$ cat src/hw/rtl/mcrr_pkg.sv
// Shared types, constants and the CRC-16 byte step for the charger reply receiver.
// No dependencies.
package mcrr_pkg;

	localparam int MAX_DATA_BYTES = 16;
	localparam int POS_W = $clog2(MAX_DATA_BYTES + 6);
	localparam int LEN_W = $clog2(MAX_DATA_BYTES + 3);
	localparam int CFG_IDX_W = 2;
	localparam int CFG_DATA_W = 16;

	localparam logic [CFG_IDX_W-1:0] REG_SLAVE_ADDR = 2'd0;
	localparam logic [CFG_IDX_W-1:0] REG_FUNC_CODE = 2'd1;
	localparam logic [CFG_IDX_W-1:0] REG_FULL_LIMIT = 2'd2;
	localparam logic [CFG_IDX_W-1:0] REG_FULL_COUNT = 2'd3;

	localparam logic [1:0] ST_NONE = 2'd0;
	localparam logic [1:0] ST_OK = 2'd1;
	localparam logic [1:0] ST_CRC_ERR = 2'd2;
	localparam logic [1:0] ST_LEN_ERR = 2'd3;

	localparam logic [15:0] CRC_INIT = 16'hFFFF;
	localparam logic [15:0] CRC_POLY = 16'hA001;

	typedef struct packed {
		logic       mode;
		logic [7:0] rx_byte;
		logic       charging;
	} in_t;

	typedef struct packed {
		logic [1:0]  status;
		logic [15:0] voltage;
		logic [15:0] current;
		logic [15:0] capacity;
		logic [15:0] charge_time;
		logic        full_flag;
	} out_t;

	typedef struct packed {
		logic [7:0]  slave_address;
		logic [7:0]  function_code;
		logic [15:0] full_current_limit;
		logic [7:0]  full_frame_count;
	} cfg_t;

	function automatic logic [15:0] crc_byte(input logic [15:0] crc, input logic [7:0] b);
		logic [15:0] c;
		c = crc ^ {8'h00, b};
		for (int i = 0; i < 8; i++) begin
			if (c[0]) begin
				c = (c >> 1) ^ CRC_POLY;
			end else begin
				c = c >> 1;
			end
		end
		return c;
	endfunction

endpackage

$ cat src/hw/rtl/modbus_charger_reply_receiver_core.sv
// Modbus RTU read-reply receiver with full-battery detection, top level.
// Registered path: input reg, then parse, CRC byte step and latch, then result reg.
// Throughput: one request per cycle unless out_stall holds the result register.
// Reset (arst_n low): parser idle, CRC 0xFFFF, latched values and full flag clear,
// registers at defaults. Depends on mcrr_pkg, mcrr_cfg_regs, mcrr_parser.
module modbus_charger_reply_receiver_core (
	input  logic                             clk,
	input  logic                             arst_n,
	input  logic                             in_valid,
	output logic                             in_stall,
	input  mcrr_pkg::in_t                    in_item,
	output logic                             out_valid,
	input  logic                             out_stall,
	output mcrr_pkg::out_t                   out_item,
	input  logic                             cfg_valid,
	output logic                             cfg_ready,
	input  logic [mcrr_pkg::CFG_IDX_W-1:0]   cfg_index,
	input  logic [mcrr_pkg::CFG_DATA_W-1:0]  cfg_data
);
	import mcrr_pkg::*;

	cfg_t cfg;
	in_t  item_s1;
	logic valid_s1;
	out_t res;
	out_t result_s2;
	logic valid_s2;
	logic advance;

	assign advance = valid_s1 && (!valid_s2 || !out_stall);
	assign in_stall = valid_s1 && !advance;
	assign out_valid = valid_s2;
	assign out_item = result_s2;

	mcrr_cfg_regs u_cfg (
		.clk       (clk),
		.arst_n    (arst_n),
		.cfg_valid (cfg_valid),
		.cfg_ready (cfg_ready),
		.cfg_index (cfg_index),
		.cfg_data  (cfg_data),
		.cfg       (cfg)
	);

	mcrr_parser u_parser (
		.clk    (clk),
		.arst_n (arst_n),
		.step   (advance),
		.item   (item_s1),
		.cfg    (cfg),
		.res    (res)
	);

	always_ff @(posedge clk or negedge arst_n) begin
		if (!arst_n) begin
			valid_s1 <= 1'b0;
			valid_s2 <= 1'b0;
		end else begin
			if (!in_stall) begin
				valid_s1 <= in_valid;
			end
			if (advance) begin
				valid_s2 <= 1'b1;
			end else if (!out_stall) begin
				valid_s2 <= 1'b0;
			end
		end
	end

	always_ff @(posedge clk) begin
		if (!in_stall && in_valid) begin
			item_s1 <= in_item;
		end
		if (advance) begin
			result_s2 <= res;
		end
	end

endmodule

$ cat src/hw/rtl/mcrr_cfg_regs.sv
// Configuration registers of the charger reply receiver.
// Depends on mcrr_pkg.
module mcrr_cfg_regs (
	input  logic                                clk,
	input  logic                                arst_n,
	input  logic                                cfg_valid,
	output logic                                cfg_ready,
	input  logic [mcrr_pkg::CFG_IDX_W-1:0]      cfg_index,
	input  logic [mcrr_pkg::CFG_DATA_W-1:0]     cfg_data,
	output mcrr_pkg::cfg_t                      cfg
);
	import mcrr_pkg::*;

	cfg_t cfg_q;

	assign cfg_ready = 1'b1;
	assign cfg = cfg_q;

	always_ff @(posedge clk or negedge arst_n) begin
		if (!arst_n) begin
			cfg_q.slave_address <= 8'd1;
			cfg_q.function_code <= 8'd3;
			cfg_q.full_current_limit <= 16'd50;
			cfg_q.full_frame_count <= 8'd120;
		end else if (cfg_valid && cfg_ready) begin
			case (cfg_index)
				REG_SLAVE_ADDR: cfg_q.slave_address <= cfg_data[7:0];
				REG_FUNC_CODE:  cfg_q.function_code <= cfg_data[7:0];
				REG_FULL_LIMIT: cfg_q.full_current_limit <= cfg_data[15:0];
				REG_FULL_COUNT: cfg_q.full_frame_count <= cfg_data[7:0];
				default: ;
			endcase
		end
	end

endmodule

$ cat src/hw/rtl/mcrr_parser.sv
// Frame parser state, CRC check, value latch and full detector.
// Computes one result per request; state advances when step is high. Depends on mcrr_pkg.
module mcrr_parser (
	input  logic           clk,
	input  logic           arst_n,
	input  logic           step,
	input  mcrr_pkg::in_t  item,
	input  mcrr_pkg::cfg_t cfg,
	output mcrr_pkg::out_t res
);
	import mcrr_pkg::*;

	localparam logic [2:0] PH_IDLE = 3'd0;
	localparam logic [2:0] PH_FUNC = 3'd1;
	localparam logic [2:0] PH_COUNT = 3'd2;
	localparam logic [2:0] PH_DATA = 3'd3;
	localparam logic [2:0] PH_WAIT = 3'd4;

	logic [2:0]       phase_q, phase_d;
	logic [POS_W-1:0] pos_q, pos_d, tpos;
	logic [LEN_W-1:0] len_q, len_d, bac_q, bac_d, bac_inc;
	logic [15:0]      crc_q, crc_d;
	logic [7:0]       prev_q, prev_d;
	logic [7:0]       vb_q [8];
	logic [7:0]       vb_w [8];
	logic [15:0]      mv_q [4];
	logic [15:0]      mv_d [4];
	logic [7:0]       cnt_q, cnt_d;
	logic             full_q, full_d;
	logic             take, is_idle, in_win;
	logic [POS_W-1:0] pos_off;
	logic [7:0]       b;
	logic [1:0]       status;
	logic [15:0]      cur_new;

	assign b = item.rx_byte;
	assign is_idle = !(phase_q == PH_FUNC || phase_q == PH_COUNT ||
		phase_q == PH_DATA || phase_q == PH_WAIT);
	assign tpos = is_idle ? '0 : pos_q;
	assign pos_off = tpos - POS_W'(3);
	assign in_win = (tpos >= POS_W'(3)) && (tpos <= POS_W'(10));
	assign bac_inc = bac_q + LEN_W'(1);
	assign take = !item.mode && (phase_q == PH_FUNC || phase_q == PH_COUNT ||
		phase_q == PH_DATA || (is_idle && b == cfg.slave_address));

	always_comb begin
		for (int i = 0; i < 8; i++) begin
			vb_w[i] = vb_q[i];
		end
		if (take && in_win) begin
			vb_w[pos_off[2:0]] = b;
		end
	end

	assign cur_new = {vb_w[2], vb_w[3]};

	always_comb begin
		phase_d = phase_q;
		pos_d = pos_q;
		len_d = len_q;
		bac_d = bac_q;
		crc_d = crc_q;
		prev_d = prev_q;
		cnt_d = cnt_q;
		full_d = full_q;
		for (int i = 0; i < 4; i++) begin
			mv_d[i] = mv_q[i];
		end
		status = ST_NONE;
		if (item.mode) begin
			phase_d = PH_IDLE;
			pos_d = '0;
			bac_d = '0;
		end else begin
			case (phase_q)
				PH_FUNC: begin
					crc_d = crc_byte(crc_q, b);
					phase_d = (b == cfg.function_code) ? PH_COUNT : PH_WAIT;
				end
				PH_COUNT: begin
					crc_d = crc_byte(crc_q, b);
					if (b == 8'd0 || {1'b0, b} > 9'(MAX_DATA_BYTES + 1)) begin
						status = ST_LEN_ERR;
						phase_d = PH_IDLE;
					end else begin
						len_d = LEN_W'(b - 8'd1);
						bac_d = '0;
						phase_d = PH_DATA;
					end
				end
				PH_DATA: begin
					if (bac_q < len_q) begin
						crc_d = crc_byte(crc_q, b);
					end
					bac_d = bac_inc;
					if ({1'b0, bac_inc} >= {1'b0, len_q} + (LEN_W+1)'(2)) begin
						if (crc_q[7:0] == prev_q && crc_q[15:8] == b) begin
							for (int i = 0; i < 4; i++) begin
								mv_d[i] = {vb_w[2*i], vb_w[2*i+1]};
							end
							status = ST_OK;
							if (item.charging) begin
								if (cur_new <= cfg.full_current_limit) begin
									if (cnt_q < cfg.full_frame_count) begin
										cnt_d = cnt_q + 8'd1;
									end else begin
										full_d = 1'b1;
									end
								end else begin
									cnt_d = '0;
								end
							end else begin
								full_d = 1'b0;
								cnt_d = '0;
							end
						end else begin
							status = ST_CRC_ERR;
						end
						phase_d = PH_IDLE;
						bac_d = '0;
					end
				end
				PH_WAIT: ;
				default: begin
					bac_d = '0;
					pos_d = '0;
					if (b == cfg.slave_address) begin
						crc_d = crc_byte(CRC_INIT, b);
						phase_d = PH_FUNC;
					end else begin
						phase_d = PH_WAIT;
					end
				end
			endcase
			if (take) begin
				prev_d = b;
				pos_d = tpos + POS_W'(1);
			end
			if (status == ST_OK || status == ST_CRC_ERR) begin
				pos_d = '0;
			end
		end
	end

	assign res.status = status;
	assign res.voltage = mv_d[0];
	assign res.current = mv_d[1];
	assign res.capacity = mv_d[2];
	assign res.charge_time = mv_d[3];
	assign res.full_flag = full_d;

	always_ff @(posedge clk or negedge arst_n) begin
		if (!arst_n) begin
			phase_q <= PH_IDLE;
			pos_q <= '0;
			len_q <= '0;
			bac_q <= '0;
			crc_q <= CRC_INIT;
			prev_q <= '0;
			cnt_q <= '0;
			full_q <= 1'b0;
			for (int i = 0; i < 8; i++) begin
				vb_q[i] <= '0;
			end
			for (int i = 0; i < 4; i++) begin
				mv_q[i] <= '0;
			end
		end else if (step) begin
			phase_q <= phase_d;
			pos_q <= pos_d;
			len_q <= len_d;
			bac_q <= bac_d;
			crc_q <= crc_d;
			prev_q <= prev_d;
			cnt_q <= cnt_d;
			full_q <= full_d;
			for (int i = 0; i < 8; i++) begin
				vb_q[i] <= vb_w[i];
			end
			for (int i = 0; i < 4; i++) begin
				mv_q[i] <= mv_d[i];
			end
		end
	end

endmodule

$ cat config.mk
export PLATFORM = sky130hd
export DESIGN_NAME = modbus_charger_reply_receiver_core
export DESIGN_NICKNAME = d
export VERILOG_FILES = /design/src/hw/rtl/mcrr_pkg.sv /design/src/hw/rtl/modbus_charger_reply_receiver_core.sv /design/src/hw/rtl/mcrr_cfg_regs.sv /design/src/hw/rtl/mcrr_parser.sv
export SDC_FILE = /design/constraint.sdc
export NUM_CORES = 1
export LEC_CHECK = 0
export BUFFER_PORTS_ARGS = -buffer_cell sky130_fd_sc_hd__buf_4
export CAP_MARGIN = 40
export CORE_MARGIN = 3
export CORE_UTILIZATION = 42
export CTS_BUF_LIST = sky130_fd_sc_hd__clkbuf_16
export DETAILED_ROUTE_END_ITERATION = 10
export SLEW_MARGIN = 20
export SYNTH_ARGS = -nofsm -noshare
export SYNTH_HDL_FRONTEND = slang
export SYNTH_SLANG_ARGS = --single-unit
$ cat constraint.sdc
create_clock -name clk -period 6.36 [get_ports clk]
set_clock_uncertainty 0.05 [all_clocks]
set_input_delay 0.636 -clock clk [delete_from_list [all_inputs] [get_ports clk]]
set_output_delay 0.636 -clock clk [all_outputs]
set_load 0.005 [all_outputs]
**Word level (Yosys, flattened, before mapping)**

Index checks and enable logic that the tools add are counted.

- Input port bits: 33
- Logic and storage cells: 288
- Register bits after elaboration: 298
- Output and inout bits: 70

- Reduce and logical (&&, ||, !) cells: 38
- Bitwise operators: 36
- Muxes and demuxes: 143
- Add/sub/neg operators: 6
- Magnitude comparators: 9
- Eq/ne operators: 21

Operators by type and width:

| operator | count |
|---|---|
| 16-bit two-way mux | 102 |
| 64-bit two-way mux | 5 |
| 2-bit NOT with 3-bit output | 30 |
| 64-bit bitwise mux | 1 |
| 16-bit case mux with 4 select lines | 1 |
| 5-bit two-way mux | 8 |
| 8-bit equality test | 4 |
| 8-bit two-way mux | 4 |
| 8-bit demux with 3-bit select | 1 |
| 16-bit less-or-equal comparator | 1 |
| 8-bit NOT with 16-bit output | 1 |
| 16-bit by 8-bit XOR with 16-bit output | 1 |
| 5-bit case mux with 3 select lines | 1 |
| 3-bit two-way mux | 4 |
| 3-bit case mux with 4 select lines | 1 |
| 5-bit by 1-bit adder with 5-bit output (second input constant) | 2 |
| 2-bit two-way mux | 5 |
| 2-bit AND reduction | 5 |
| 1-bit logical AND | 9 |
| 1-bit two-way mux | 9 |
| 3-bit != test (second input constant) | 3 |
| 3-bit AND reduction | 3 |
| 8-bit by 1-bit adder with 8-bit output (second input constant) | 1 |
| 8-bit by 5-bit greater-than comparator with 1-bit output (second input constant) | 1 |
| 31 further kinds | 50 |

**Logic depth before layout (Yosys ltp)**

Gate-level depths: netlist of the first run.

- Word-level depth: 40
- Depth in mapped cells: 22
- Depth with buffers taken out: 20

**Cells and area by module**

Synthesis of the first run repeated with hierarchy kept, for this count alone.

- Cell total of the unflattened synthesis: 1310
- Area, all modules: 14471.4 um^2

Modules (own cells, without submodules):

| module | area an instance (um^2) | seq. area each (um^2) | times used | cells each |
|---|---|---|---|---|
| mcrr_parser | 10523.8 | 4499.3 | 1 | 1138 |
| modbus_charger_reply_receiver_core | 2404.8 | 2362.3 | 1 | 85 |
| mcrr_cfg_regs | 1542.7 | 1013.5 | 1 | 87 |

**Worst setup path after synthesis of the first run**

OpenSTA, ideal clock, no wires.

- Kind: reg2reg
- Start point: reg u_parser.phase_q[1]
- End point: reg u_parser.cnt_q[6]
- Slack: 1743 ps
- Required time: 6232 ps
- Path buffers: 3
- Arrival: 4490 ps
- Stages on the path, launching flop included: 22
- Period minus slack after synthesis: 4617 ps
- Setup time: 78 ps
- Path through: dfrtp_1 buf_2 nor2_1 xnor2_1 nand2_1 inv_1 ha_1 inv_1 o311ai_4 and2_1 buf_4 mux2i_1 inv_1 ha_1 nand2_1 or3_1 a21o_1 o21ai_1 a21oi_1 clkbuf_1 or4_1 a21oi_1

RTL lines:

| element | line | RTL |
|---|---|---|
| start, declared | mcrr_parser.sv:19 | `logic [2:0] phase_q, phase_d;` |
| start signal, assigned | mcrr_parser.sv:169 | `phase_q <= phase_d;` |
| end signal, assigned | mcrr_parser.sv:175 | `cnt_q <= cnt_d;` |
| end, declared | mcrr_parser.sv:28 | `logic [7:0] cnt_q, cnt_d;` |

==> out/results.tsv, run 1 <==
stage	metric	value	unit
status	status	completed	
die	die-area	0.0363	mm^2
worst_setup_path	end_kind	flip-flop	
worst_setup_path	worst_ep_required_time	6780	ps
synth	ys_warn_count	0	
detailed_routing	drt_iter0_drc	575	
clock_network	cts_tree	built	
synth	synth.most_common_cell	nand2_1	
die	die_x	191	um
global_routing	overflow	0	
synth	synth_xor_area_share	4.63	%
cells_and_area	antennaDiodeCount	0	
clock_network	cts.sink_count	298	
worst_setup_path	reg2regPathDepth	18	
worst_setup_path	worstSetupPathDepth	18	
die	initial_utilization	43.3	%
clock_network	post_cts_resized	0	
global_routing	grt_pass1_wl	53200	um
synth	synthArstFlopShare	74.2	%
clock_network	postCtsSetupBuffers	0	
cells_and_area	fin_nets	1479	
clock_network	root_buffer	clkbuf_16	
worst_setup_path	critPathCapture	u_parser.cnt_q[7]	
synth	netlist.area_leader.share	34.1	%
power	ir_worst_vdd	210	uV
synth	synth_simple_gate_area_share	10.7	%
detailed_routing	drtPass1Iterations	5	
timing	maxSlewViolCount	0	
power	powerDensity	262	mW/mm^2
synth	synth_nets	1394	
timing	slew_headroom	49.4	%
clock_network	cts_buffer_depth	3	
synth	synth-compound-area-share	10.8	%
synth	avgSynthCellArea	10.9	um^2
placement	hpwl	22200	um
cells_and_area	drive_gt1_share	20.5	%
synth	yosys-top-cells-count	nand2_1 (199), dfrtp_1 (195), o21ai_0 (130)	
timing	min_period_over_period	88.6	%
cells_and_area	area_growth	15.3	%
global_routing	grt_util_all_layers	18.3	%
timing	finalSetupTns	0	ps
worst_setup_path	r2r_end	u_parser.cnt_q[7]	
detailed_routing	ant_nets	0	
die	num_io_pins	103	
timing	fin_crit	5630	ps
synth	yosys.area.top_type	dfrtp_1	
synth	ys_types	60	
worst_setup_path	crit_arrival	6050	ps
die	die_h	191	um
worst_setup_path	reg2reg_from	u_parser.phase_q[1]	
worst_setup_path	cp_cell_sequence	nor2_1 > xnor2_1 > and2_1 > ha_1 > nor2b_1 > o21ai_0 > nand2_1 > nor3_1 > and2_1 > mux2i_1 > inv_1 > ha_1 > nand2_1 > or3_1 > or4_1 > a21oi_1 > o31ai_1 > a21oi_1	
placement	portBuffers	101	
synth	yosys_most_used_dff	dfrtp_1	
clock_network	clk_pin_slew	60	ps
die	core_area	0.0330	mm^2
detailed_routing	via_count	9740	
synth	synth_area_leaders	dfrtp_1 (34%), edfxtp_1 (16%), mux2_2 (7.2%), nand2_1 (5.2%), dfstp_2 (4.8%)	
detailed_routing	via_per_inst	5.22	
die	fp-row-count	66	
worst_setup_path	rrSetupSlack	730	ps
placement	placed_cells	1805	
cells_and_area	instances_no_fill	1865	
synth	synth_cells	1314	
worst_setup_path	cp_max_fo	11	
clock_network	htreeDepth	1	
synth	synth_top_family_by_area	compound AO/OA/AOI/OAI gates	
detailed_routing	drc	0	
clock_network	numCtsBuffers	31	
worst_setup_path	slowest_delay	650	ps
synth	yosysSeqAreaShare	55.0	%
timing	hold_slack	215	ps
timing	rsz0062_at_grt	no	
detailed_routing	wire_per_inst	17.6	um
synth	synth_area	0.0143	mm^2
detailed_routing	routed_wl	32900	um
placement	gp_congestion	0.888	
worst_hold_path	min_path_type	in -> reg	
synth	synth_seq_cells	298	
flow_run	maxCapViolations	0	
global_routing	grt_max_degree	92	
cells_and_area	fin_util	49.9	%
worst_setup_path	critical_path.startpoint_type	flip-flop	
synth	synth_edf_count	77	
timing	fmax	178	MHz
global_routing	grt_antenna_before_repair	0	
worst_setup_path	cp_slowest_cell	a21oi_1	
timing	tightestPinTransition	759	ps
worst_setup_path	path_class	reg -> reg	
timing	setup_viol	0	
global_routing	grt_pass1_vias	9577	
worst_setup_path	path_buf_inv	1	
cells_and_area	fill_cells	3006	
synth	synth-adder-area-share	4.18	%
worst_setup_path	cp_top_family	simple AND/OR/NAND/NOR gates	
timing	hold_viol	0	
power	p_total	4.32	mW
power	power_leakage	7.48	nW
clock_network	clock_latency	550	ps
synth	synthMuxAreaShare	10.7	%
worst_setup_path	cp-startpoint	u_parser.phase_q[1]	
[metrics by stage]
stage	area [um^2]	worst slack [ps]
floorplan	14300	1740
global placement	15400	1050
CTS	16400	824
finish	16500	727
detailed placement	15500	836
global route	16500	314
[routing by layer]
metal	up-vias	share of wire (%)	global-route usage, %
met5	-	0	0
met4	0	2.2	4.49
met3	48	3.9	1.95
met2	197	46	29.1
met1	4783	48	27.0
li1	4712	-	-
[state kept, by name, summed over array words and instances, names as in the netlist]
signal and count:
u_parser.phase_q 3, item_s1 10, u_cfg.cfg 40, u_parser.vb_q 64
u_parser.crc_q 16, u_parser.mv_q 64, valid_s1 1, u_parser.cnt_q 8
u_parser.len_q 5, out_valid 1, u_parser.prev_q 8, out_item 67
u_parser.bac_q 5, u_parser.pos_q 5, u_parser.full_q 1
[power by group]
| group | internal (mW) | switching [mW] | total [mW] | leakage, nW |
|---|---|---|---|---|
| Combinational | 0.226 | 0.250 | 0.476 | 3.32 |
| Clock | 0.961 | 0.735 | 1.70 | 0.493 |
| Sequential | 2.08 | 0.0635 | 2.15 | 3.67 |
| Total | 3.27 | 1.05 | 4.32 | 7.48 |
[cell type report]
class | count | area, um^2 | area share (%)
clock buffer | 31 | 776 | 4.70
inverter | 62 | 233 | 1.41
tap | 442 | 553 | 3.35
clock inverter | 26 | 173 | 1.05
timing repair buffer | 122 | 1000 | 6.07
sequential | 298 | 7880 | 47.7
multi-input combinational | 884 | 5880 | 35.7
[repair_timing]
item | in CTS | in global routing
hold buffers | 1 | 0
hold endpoints to repair | 21 | 0
setup endpoints to repair | 0 | 0
[logic make-up (layout without fill, tap and decap cells)]
kind of cell               after synthesis  in the layout
and+or+nand+nor                        343            343
AOI/OAI and AO/OA                      279            279
adders and majority gates               48             48
buffers and inverters                  132            241
xor gates and xnor gates                71             71
DFF                                    298            298
muxes                                  142            142
other                                    1              1
[worst min-delay path by stage]
stage / startpoint / endpoint / slack (ps) / depth (start not counted)
floorplan: arst_n / out_valid / 290 / 0
global placement: u_parser.vb_q[49] / u_parser.vb_q[49] / 410 / 2
detailed placement: u_parser.vb_q[14] / u_parser.vb_q[14] / 420 / 2
CTS: in_item[4] / item_s1[4] / 180 / 1
global route: in_item[4] / item_s1[4] / 190 / 1
finish: in_item[4] / item_s1[4] / 220 / 1
[worst reg2reg max path: cells and delay by family (launching register included)]
kind	cells	cell delay (ps)
flip-flops	1	450
buffers and inverters	1	80
XOR/XNOR	1	250
adder cells (fa/ha/maj)	2	450
AO/OA/AOI/OAI	4	1210
AND/OR/NAND/NOR	9	2730
multiplexers	1	340
[layout by cell type (no fill, tap or decap), types with 12 or more instances in the layout]
cell         n
clkbuf_16   31
dfrtp_1    195
xor2_1      28
nor2_1      52
mux2i_1     50
mux2_2      92
a21oi_1     53
o21ai_0    130
ha_1        47
nand3_1     16
dfstp_2     26
buf_4      115
o21ai_1     52
nand2b_1    12
inv_1       64
nand2_1    199
edfxtp_1    77
xnor2_1     40
No activity file was read; power rests on OpenSTA's default activity.
==> inputs of run 2 (changes only) <==
- BUFFER_PORTS_ARGS: -buffer_cell sky130_fd_sc_hd__buf_4 -> not set
- CORE_ASPECT_RATIO: not set -> 0.7
- DONT_BUFFER_PORTS: not set -> 1
- RECOVER_POWER: not set -> 50
==> run 2 against run 1 <==
Effect of this change: combinational power fell by 13%; the flow now finishes with violations (capacitance limit, slew limit); hold slack got worse by 100 ps; sequential power about the same; largest cell class unchanged; setup slack better by 29 ps; first-iteration DRC count increased by 16%; register-to-register slack improved by 30 ps; critical endpoint is now u_parser.cnt_q[6]; sequential share of layout area is 2.6 points higher; die area hardly changed; utilization shrank 2.5 points; power fell by 0.51%; clock power is essentially flat; routed wire length grew 4.2%.
==> out/results.tsv, run 2 (synthesis gave the netlist of run 1 again) <==
stage	metric	value	unit	change
clock_network	post_cts_resized	0		unchanged
die	initial_utilization	43.4	%	+0.090 points
global_routing	grt_antenna_before_repair	0		unchanged
detailed_routing	wire_per_inst	19.6	um	+11%
detailed_routing	drtPass1Iterations	5		unchanged
timing	maxSlewViolCount	78		+78
power	ir_worst_vdd	229	uV	+9.3%
die	die-area	0.0364	mm^2	about the same
power	powerDensity	275	mW/mm^2	+5.0%
detailed_routing	via_per_inst	5.42		+3.8%
worst_setup_path	path_class	reg -> reg		
detailed_routing	ant_nets	0		unchanged
timing	finalSetupTns	0	ps	unchanged
global_routing	grt_use_met2	27.9	%	-1.3 points
global_routing	grt_pass1_vias	9013		-5.9%
global_routing	grt_max_degree	222		+140%
global_routing	overflow	0		unchanged
worst_setup_path	rrSetupSlack	760	ps	+30 ps
timing	fmax	178	MHz	+0.51%
timing	hold_viol	0		unchanged
flow_run	maxCapViolations	1		+1
clock_network	htreeDepth	1		unchanged
die	core_area	0.0330	mm^2	-0.21%
global_routing	busiest_layer	met1		
clock_network	numCtsBuffers	30		-3.2%
cells_and_area	fin_area	0.0156	mm^2	-5.3%
cells_and_area	instances_no_fill	1745		-6.4%
timing	setup_viol	0		unchanged
clock_network	cts_buffer_depth	3		unchanged
placement	portBuffers	0		-100%
die	fp-row-count	55		-17%
placement	gp_congestion	0.847		-4.6%
cells_and_area	final_cell_mix	nand2_1 (199), dfrtp_1 (195), o21ai_0 (130)		
worst_setup_path	critical_path.startpoint_type	flip-flop		
worst_setup_path	r2r_end	u_parser.cnt_q[6]		
timing	fin_crit	5600	ps	-28.8 ps
worst_setup_path	reg2regPathDepth	18		unchanged
worst_setup_path	end_kind	flip-flop		
die	num_io_pins	103		unchanged
die	die_h	160	um	-16%
global_routing	met1_usage	29.1	%	+2.0 points
timing	rsz0062_at_grt	no		
worst_setup_path	reg2reg_from	u_parser.phase_q[1]		
timing	tightestPinTransition	4370	ps	+3610 ps
cells_and_area	area_growth	9.20	%	
cells_and_area	largest_register_ffs	67		unchanged
clock_network	clk_pin_slew	60	ps	about the same
worst_setup_path	critPathCapture	u_parser.cnt_q[6]		
power	p_total	4.30	mW	-0.51%
timing	min_period_over_period	88.1	%	-0.45 points
cells_and_area	layout_commonest_cell	nand2_1		
status	status	complete, but fails checks		
clock_network	cts.sink_count	298		unchanged
clock_network	root_buffer	clkbuf_16		
cells_and_area	antennaDiodeCount	0		unchanged
timing	hold_slack	113	ps	-102 ps
clock_network	ctsHoldBuffers	1		unchanged
timing	slew_headroom	-191	%	-240 points
worst_hold_path	hold_depth	0		-1
power	power_leakage	6.94	nW	-7.2%
global_routing	met3_usage	3.12	%	+1.2 points
worst_setup_path	worst_ep_required_time	6800	ps	+20 ps
placement	placed_cells	1686		-6.6%
detailed_routing	via_count	9464		-2.8%
detailed_routing	routed_wl	34300	um	+4.2%
clock_network	cts_tree	built		
clock_network	clock_latency	570	ps	+20 ps
worst_setup_path	cp-startpoint	u_parser.phase_q[1]		
cells_and_area	drive_gt1_share	13.7	%	-6.8 points
worst_setup_path	crit_arrival	6050	ps	about the same
placement	place_area	0.0146	mm^2	-5.4%
detailed_routing	drc	0		unchanged
die	die_x	227	um	+19%
placement	hpwl	22500	um	+1.5%
worst_setup_path	cp_max_fo	11		unchanged
worst_hold_path	min_path_type	in -> reg		
detailed_routing	drt_iter0_drc	668		+16%
clock_network	postCtsSetupBuffers	0		unchanged
cells_and_area	fin_nets	1374		-7.1%
global_routing	grt_pass1_wl	53500	um	+0.51%
global_routing	grt_util_all_layers	18.8	%	+0.49 points
status	violations	capacitance limit, slew limit		
## run 2: cell types whose count changed in the layout (fill, tap and decap cells not counted), sizes merged
cell,previous run,this run
clkbuf,32,35
inv,65,67
buf,120,14
clkinvlp,2,0
clkinv,19,17
## run 2: area by class of cell
cell class | count | area [um^2]
clock buffer | 32 | 801
multi-input combinational | 884 | 5880
sequential | 298 | 7880
inverter | 62 | 234
timing repair buffer | 18 | 146
tap | 427 | 534
clock inverter | 24 | 153
fill | 2922 | 17300
## run 2: how the worst min path moves through the flow
stage / from / end / slack, ps
2_1_floorplan: arst_n / out_valid / 290
3_3_place_gp: arst_n / u_cfg.cfg[20] / 300
3_5_place_dp: arst_n / u_cfg.cfg[20] / 300
4_1_cts: in_item[0] / item_s1[0] / 90
5_1_grt: in_item[9] / item_s1[9] / 90
6_report: in_item[0] / item_s1[0] / 110
## run 2: critical path: stages, from the launching register on
cell,delay (ps)
dfrtp_1,440
nor2_1,390
xnor2_1,240
and2_1,200
ha_1,160
nor2b_1,50
o21ai_0,230
nand2_1,110
nor3_1,340
and2_1,550
mux2i_1,350
inv_1,90
ha_1,300
nand2_1,60
or3_1,390
or4_1,580
a21oi_1,630
o31ai_1,190
a21oi_1,160
## run 2: metrics by stage
stage | util [%] | setup slack [ps]
after floorplan | - | 1740
after global placement | 44.4 | 1110
after detailed placement | 44.4 | 852
after CTS | 47.4 | 827
after global routing | 47.4 | 281
final | 47.4 | 755
## run 2: metal layers
metal,vias to the layer above,part of all wire (%)
met5,-,0
met4,0,1.8
met3,50,4.9
met2,245,43
met1,4650,50
li1,4519,-
## run 2: where the power goes
group          internal [mW]  switching [mW]
sequential              2.08          0.0709
clock                  0.981           0.749
combinational          0.180           0.232
total                   3.24            1.05
==> inputs of run 3 (changes only) <==
- CORE_MARGIN: 3 -> 2
- clock period: 6.36 -> 6.79 ns (I/O delays scaled with it)
==> run 3 against run 2 <==
Effect of this change: critical endpoint is now u_parser.cnt_q[5]; die area down 2.1%; non-clock buffer count down 1; register-to-register slack better by 310 ps; critical path depth unchanged; utilization down 0.61 points; the flow still finishes with violations (capacitance limit, slew limit); largest power group unchanged; highest routed layer unchanged; first-iteration DRC count up 12%; global-route usage up 0.81 points; routed wire length down 0.36%; via count down 1.7%; sequential share of layout area down 0.14 points; fmax down 2.0%; power down 5.1%.
==> out/results.tsv, run 3 (synthesis gave the netlist of run 1 again) <==
stage	metric	value	unit	change
status	status	complete, but fails checks		
status	violations	capacitance limit, slew limit		
cells_and_area	layout_commonest_cell	nand2_1		
detailed_routing	ant_nets	0		unchanged
die	die_x	225	um	-0.88%
detailed_routing	drc	0		unchanged
cells_and_area	final_cell_mix	nand2_1 (199), dfrtp_1 (195), o21ai_0 (130)		
cells_and_area	fin_nets	1371		-0.22%
power	ir_worst_vdd	152	uV	-34%
power	powerDensity	260	mW/mm^2	-5.4%
detailed_routing	wire_per_inst	19.5	um	-0.53%
timing	slew_headroom	-235	%	-44 points
worst_hold_path	min_path_type	in -> reg		
global_routing	grt_util_all_layers	19.6	%	+0.81 points
timing	min_period_over_period	84.2	%	-3.9 points
worst_hold_path	hold-path-endpoint	item_s1[6]		
clock_network	cts_buffer_depth	3		unchanged
die	fp-row-count	56		+1.8%
detailed_routing	via_count	9306		-1.7%
worst_setup_path	r2r_end	u_parser.cnt_q[5]		
power	power_leakage	6.93	nW	-0.16%
die	initial_utilization	42.7	%	-0.69 points
clock_network	postCtsSetupBuffers	0		unchanged
worst_setup_path	critical_path.startpoint_type	flip-flop		
clock_network	root_buffer	clkbuf_16		
clock_network	clock_latency	560	ps	about the same
clock_network	htreeDepth	1		unchanged
timing	fmax	175	MHz	-2.0%
cells_and_area	antennaDiodeCount	0		unchanged
clock_network	numCtsBuffers	28		-6.7%
global_routing	overflow	0		unchanged
global_routing	grt_antenna_before_repair	0		unchanged
detailed_routing	via_per_inst	5.32		-1.8%
clock_network	clk_pin_slew	70	ps	about the same
worst_setup_path	path_class	reg -> reg		
worst_setup_path	worst_ep_required_time	7220	ps	+420 ps
cells_and_area	multiInputGateArea	0.00588	mm^2	unchanged
placement	portBuffers	0		unchanged
timing	rsz0062_at_grt	no		
detailed_routing	drt_iter0_drc	746		+12%
placement	hpwl	23000	um	+2.0%
detailed_routing	routed_wl	34200	um	-0.36%
worst_hold_path	holdCritStartpoint	in_item[6]		
timing	finalSetupTns	0	ps	unchanged
clock_network	cts_tree	built		
global_routing	grt_max_degree	222		unchanged
flow_run	maxCapViolations	1		unchanged
worst_setup_path	cp_max_fo	11		unchanged
worst_setup_path	crit_arrival	6150	ps	+100 ps
die	die-area	0.0356	mm^2	-2.1%
worst_setup_path	end_kind	flip-flop		
die	num_io_pins	103		unchanged
detailed_routing	drtPass1Iterations	4		-1
timing	maxSlewViolCount	106		+36%
worst_hold_path	hold_depth	0		unchanged
global_routing	grt_pass1_wl	53900	um	+0.77%
clock_network	cts.sink_count	298		unchanged
global_routing	grt_pass1_vias	9264		+2.8%
placement	gp_congestion	0.860		+1.5%
cells_and_area	seqCellArea	0.00788	mm^2	unchanged
timing	setup_viol	0		unchanged
timing	tightestPinTransition	5020	ps	+659 ps
worst_setup_path	reg2reg_from	u_parser.phase_q[1]		
timing	fin_crit	5720	ps	+116 ps
cells_and_area	fin_util	46.8	%	-0.61 points
timing	hold_viol	0		unchanged
cells_and_area	largest_register_ffs	67		unchanged
worst_setup_path	rrSetupSlack	1070	ps	+310 ps
clock_network	post_cts_resized	0		unchanged
cells_and_area	fill_cells	3052		+4.4%
die	core_area	0.0335	mm^2	+1.6%
die	die_h	158	um	-1.2%
cells_and_area	drive_gt1_share	13.9	%	+0.13 points
cells_and_area	area_growth	9.51	%	
worst_setup_path	reg2regPathDepth	18		unchanged
## run 3: cell count changes in the layout (fill, tap and decap cells not counted), moves of 2 or more
cell | before | now
clkinv_2 | 5 | 2
clkinv_1 | 12 | 10
clkinvlp_4 | 0 | 2
clkbuf_16 | 32 | 30
bufinv_16 | 2 | 5
inv_1 | 65 | 62
## run 3: worst max path at each step
stage | from | to | slack [ps] | depth (start not counted)
after floorplan | u_parser.phase_q[1] | u_parser.cnt_q[6] | 2170 | 21
after global placement | u_parser.phase_q[1] | u_parser.cnt_q[4] | 1520 | 18
after detailed placement | u_parser.phase_q[1] | u_parser.cnt_q[5] | 1130 | 18
after CTS | u_parser.phase_q[1] | u_parser.cnt_q[5] | 1100 | 18
after global routing | u_parser.phase_q[1] | u_parser.cnt_q[5] | 620 | 19
final | u_parser.phase_q[1] | u_parser.cnt_q[5] | 1070 | 18
## run 3: per-stage QoR
stage               std cells  worst slack (ps)  hold WS (ps)  power (mW)  area, um^2
floorplan                1314              2170           333        2.31       14300
global placement         1692              1520           343        2.40       14600
detailed placement       1694              1130           341        2.41       14700
CTS                      1747              1100           138        4.12       15700
global route             1748               615           136        4.25       15700
finish                   1748              1070           159        4.08       15700
## run 3: worst max-delay path, cell delays in order (launching register included)
cell	delay (ps)
dfrtp_1	460
nor2_1	430
xnor2_1	250
and2_1	210
ha_1	150
nor2b_1	50
o21ai_0	220
nand2_1	110
nor3_1	380
and2_1	530
mux2i_1	370
inv_1	80
ha_1	300
nand2_1	60
or3_1	390
or4_1	590
a21oi_1	640
o31ai_1	190
a21oi_1	150
## run 3: repair_timing
item	CTS	global route
hold endpoints to repair	221	0
hold buffers	1	0
endpoints found under the setup margin	0	0
## run 3: final cells by class
type,instances,area share (%)
clock inverter,22,1.46
inverter,62,1.49
multi-input combinational,884,37.5
clock buffer,30,4.79
sequential,298,50.2
timing repair buffer,17,0.990
tap,435,3.47
## run 3: metal layers
layer	vias up	GRT usage, %	part of all wire (%)
met5	-	0	0
met4	0	4.54	2.2
met3	55	3.14	4.0
met2	194	29.9	43
met1	4562	29.3	51
li1	4495	-	-
## run 3: where the power goes
group	internal (mW)	total (mW)	switching (mW)
clock network	0.984	1.67	0.688
registers	1.95	2.02	0.0666
logic	0.170	0.388	0.218
